==> src/rtl/llh_div.sv <==
`timescale 1ns / 1ps
// ----------------------------------------------------------------------------
// Latency log2 histogram divider
// Radix-2 restoring divider, one quotient bit a cycle.
// ----------------------------------------------------------------------------
module llh_div (
    input  logic        aclk,
    input  logic        aresetn,
    input  logic        start,
    input  logic [63:0] dividend,
    input  logic [63:0] divisor,
    output logic        done,
    output logic [63:0] quotient
);
    logic [63:0] q_reg;
    logic [64:0] r_reg;
    logic [63:0] dv_reg;
    logic [6:0]  cnt_reg;
    logic        run_reg;
    logic        done_reg;
    logic [64:0] trial;

    assign trial = {r_reg[63:0], q_reg[63]} - {1'b0, dv_reg};

    always_ff @(posedge aclk) begin
        if (!aresetn) begin
            run_reg  <= 1'b0;
            done_reg <= 1'b0;
        end else begin
            done_reg <= 1'b0;
            if (start) begin
                q_reg   <= dividend;
                r_reg   <= '0;
                dv_reg  <= divisor;
                cnt_reg <= '0;
                run_reg <= 1'b1;
            end else if (run_reg) begin
                if (!trial[64]) begin
                    r_reg <= trial;
                    q_reg <= {q_reg[62:0], 1'b1};
                end else begin
                    r_reg <= {r_reg[63:0], q_reg[63]};
                    q_reg <= {q_reg[62:0], 1'b0};
                end
                cnt_reg <= cnt_reg + 7'd1;
                if (cnt_reg == 7'd63) begin
                    run_reg  <= 1'b0;
                    done_reg <= 1'b1;
                end
            end
        end
    end

    assign done     = done_reg;
    assign quotient = q_reg;
endmodule

==> config.mk <==
export PLATFORM = sky130hd
export DESIGN_NAME = llh_div
export DESIGN_NICKNAME = d
export VERILOG_FILES = /design/src/rtl/llh_div.sv
export SDC_FILE = /design/constraint.sdc
export NUM_CORES = 1
export LEC_CHECK = 0
export ABC_AREA = 1
export BUFFER_PORTS_ARGS = -buffer_cell sky130_fd_sc_hd__buf_4
export CORE_MARGIN = 8
export CORE_UTILIZATION = 50
export DETAILED_ROUTE_END_ITERATION = 10
export PLACE_DENSITY = 0.8
export SYNTH_ARGS = -nofsm -noshare
export SYNTH_HDL_FRONTEND = slang
export SYNTH_SLANG_ARGS = --single-unit
==> constraint.sdc <==
create_clock -name aclk -period 3.6 [get_ports aclk]
set_input_delay 0.18 -clock aclk [delete_from_list [all_inputs] [get_ports aclk]]
set_output_delay 0.18 -clock aclk [all_outputs]
set_load 0.03 [all_outputs]
==> run summary <==
Post-CTS timing repair inserted 0 buffers for setup. The post-synthesis sequential area ratio is 0.413, and the proportion of netlist area held by the largest area contributor is 0.410. Counting cells, the worst reg-to-reg path comes to 19.

The TritonCTS sink count was 201; the max capacitance violation total was 0. The core region is 0.0287 sq mm. The biggest area consumer among synthesized cells was edfxtp_1. The unique cell type count in the Yosys netlist was 36; the number of resized instances in the post-cts repair step was 0. The HPWL after detailed placement is 34800 um. For the critical path arrival, the log shows 3.40 ns. Worst min-delay path endpoint: done.

The type of the worst min-delay path was input pin to flop. At the later pin of the worst-skew pair, clock insertion delay measures 0.55 ns. The max-slew violation total from the final report is 0, and the post-layout utilization of the core is 0.641. In this run the power density over the cells is 489 mW/mm^2. The count of cells along the worst hold path was 3; the post-route fraction of the period consumed by the critical path was 0.865. The tools report the remaining global-route overflow as 0.

The largest net degree at the start of global routing was 137. The run gives 0 as the final hold violation count. In this run, CTS created clock tree buffers numbering 23.

The minimum clock period after layout is 3.12 ns. Using the TritonRoute via totals, the vias-per-cell ratio works out to 5.04. After filler insertion, the fill cell instance count of the layout stands at 2476.

The area growth from synthesis to layout is 26.2%, and the number of input and output port buffers inserted is 195. Synthesis inferred 201 register bits. The maximum count of clock buffers along a single path was 3. The critical path endpoint category is a flop. VDD sags by at most 0.448 mV. For the Yosys warning count, the log shows 0. The clock edge transition at the registers on the reported setup and hold paths is 0.06 ns. The initial antenna violation count came out at 2.

For this run, the leading register cell type out of synthesis is edfxtp_1. Measured along the x axis, the die boundary spans 187 um. The first-pass GRT wire length was 74600 um.

The tools report the data required time of the critical path as 3.88 ns. Ranked by instance count, the synthesized netlist is headed by nand2_1, inv_1, nor2_1. In the final timing run, aggregate negative setup slack is 0 ns. The die boundary height is 187 um, and the global-route total usage across every layer is 0.264. Setup repair after global routing left no endpoint under its margin. After the first detailed-routing iteration, the DRC count stood at 1279. The setup check on the worst reg-to-reg path leaves a slack of 0.48 ns. Ranked by total cell area, the synthesized netlist is headed by edfxtp_1, nand2_1, inv_1.

Detailed-route wire length per cell: 16.6 um. Number of placement rows: 62. For the final database, setup skew stands at 0.0177 ns.

The startpoint kind of the worst setup timing path is a flop. Number of global-route vias before repair: 14400. Synthesis produced a netlist with a net count of 2331. The tools report the final RePlAce weighted congestion as 1.02. The tools report the detailed-route wire length as 47400 um. The flow ran to the end, and the final reports show no timing, DRC or antenna violations. The synthesized instance count came out at 2134. Launch instance of the worst min-delay path: aresetn. The tools report the area of the die as 0.0349 sq mm. The analysis attributes to cell leakage a power of 9.80 nW. Number of setup violations in the final report: 0.

The boundary pin count is 196. The share of flip-flops with an asynchronous set or reset after synthesis was 0. TritonCTS built the clock tree. The type of the setup path with the least slack is flop to flop. The tools report the root buffer selected by CTS as clkbuf_16. Effective utilization at floorplan: 0.508.

The reg-to-reg critical path startpoint is quotient[63]. The share of final-layout standard cells stronger than drive strength 1 is 0.116, and the footprint of the flip-flops and latches is 0.00602 sq mm. Across all layers, the routed design uses 14400 vias. The worst register-to-register path ends at r_reg[39]. Yosys mapped a number of flops with a built-in enable equal to 199.

The number of H-tree levels came out at 1. The max-slew headroom at the worst pin was 0.267. Summing all multi-input logic gate instances after layout gives 0.00678 sq mm. The residual DRC count was 0; the maximum fanout count along the critical path was 63.

A synthesized cell averages 6.83 sq um. For the pin with the worst max-slew slack, the measured transition is 1.10 ns. Static timing analysis puts the maximum clock frequency at 0.321 GHz.

Final-stage net count: 2649. The dominant cell by count in the synthesized netlist was nand2_1. For this design, the CTS-stage hold fixing added 128 buffers. The number of iterations in the first detailed-routing pass is 5, and the number of nets with antenna violations after routing is 0. The cell area that synthesis handed to floorplanning was 0.0146 sq mm.
layer usage:
metal  share of wire  routed length (um)  up-vias  GRT usage
met1            0.42               19900     6527      0.333
met4           0.038                1780        0     0.0904
met5               0                   0        -          0
met2            0.45               21200      655      0.435
met3           0.096                4540       93     0.0679
li1                -                   -     7110          -
layout by cell type, fill, tap and decap left out, types with 13 or more instances in the layout:
cell type and n:
ha_1 65, edfxtp_1 199, clkbuf_16 23, buf_4 200, a21oi_1 59, dlygate4sd3_1 128, nand4_1 14, nand3_1 60
nand3b_1 14, nor3_1 13, xor2_1 31, nor2_1 221, inv_2 20, inv_1 396, nand2_1 941
cells by family after synthesis:
group | Yosys count | share of synthesized area
adders and majority gates | 66 | 0.0572
buffers and inverters | 456 | 0.123
AOI/OAI and AO/OA | 79 | 0.0296
and+or+nand+nor | 1301 | 0.359
DFF | 201 | 0.413
xor gates and xnor gates | 31 | 0.0186
report_power, final:
group	total (W)	internal [W]	leakage, nW	switching [W]
combinational	0.00352	0.00117	7.49	0.00235
clock	0.00238	0.00137	0.365	0.00101
sequential	0.00308	0.00293	1.95	0.000148
worst max path at each step:
stage	from	end
2_1_floorplan	quotient[63]	r_reg[62]
3_3_place_gp	quotient[63]	r_reg[40]
3_5_place_dp	quotient[63]	r_reg[37]
4_1_cts	quotient[63]	r_reg[38]
5_1_grt	quotient[63]	r_reg[34]
6_report	quotient[63]	r_reg[39]
worst max-delay path, stage by stage, from the launching register on:
cell	delay [ns]
edfxtp_1	0.36
inv_1	0.05
ha_1	0.21
fa_1	0.41
inv_1	0.11
nand2_1	0.05
nand2_1	0.06
nand3_1	0.07
nand2_2	0.11
nand2_1	0.07
nand2_2	0.11
nand2_2	0.08
nand2_4	0.08
nand2_4	0.07
nand2_4	0.09
nand2_2	0.06
nand2_4	0.51
nand2_1	0.14
nand2_1	0.09
nor2_1	0.05
layout make-up:
cell class                 instances  share of cell area
multi-input combinational       1477               0.369
sequential                       201               0.327
clock inverter                    11             0.00674
timing repair buffer             328               0.151
inverter                         421              0.0860
clock buffer                      30              0.0338
tap                              384              0.0261
antenna                            3            0.000408
through the flow:
stage / hold WS, ns / instances / total power (W) / worst slack, ns / cell area [sq um]
after floorplan: 0.279 / 2134 / 0.00553 / 0.950 / 14600
after global placement: 0.358 / 2683 / 0.00638 / 0.634 / 16400
after detailed placement: 0.359 / 2683 / 0.00644 / 0.541 / 16400
after CTS: 0.0363 / 2852 / 0.00894 / 0.506 / 18400
after global routing: 0.0458 / 2854 / 0.00953 / 0.215 / 18400
final: 0.0478 / 2855 / 0.00899 / 0.484 / 18400
No activity file was read; power rests on OpenSTA's default activity.
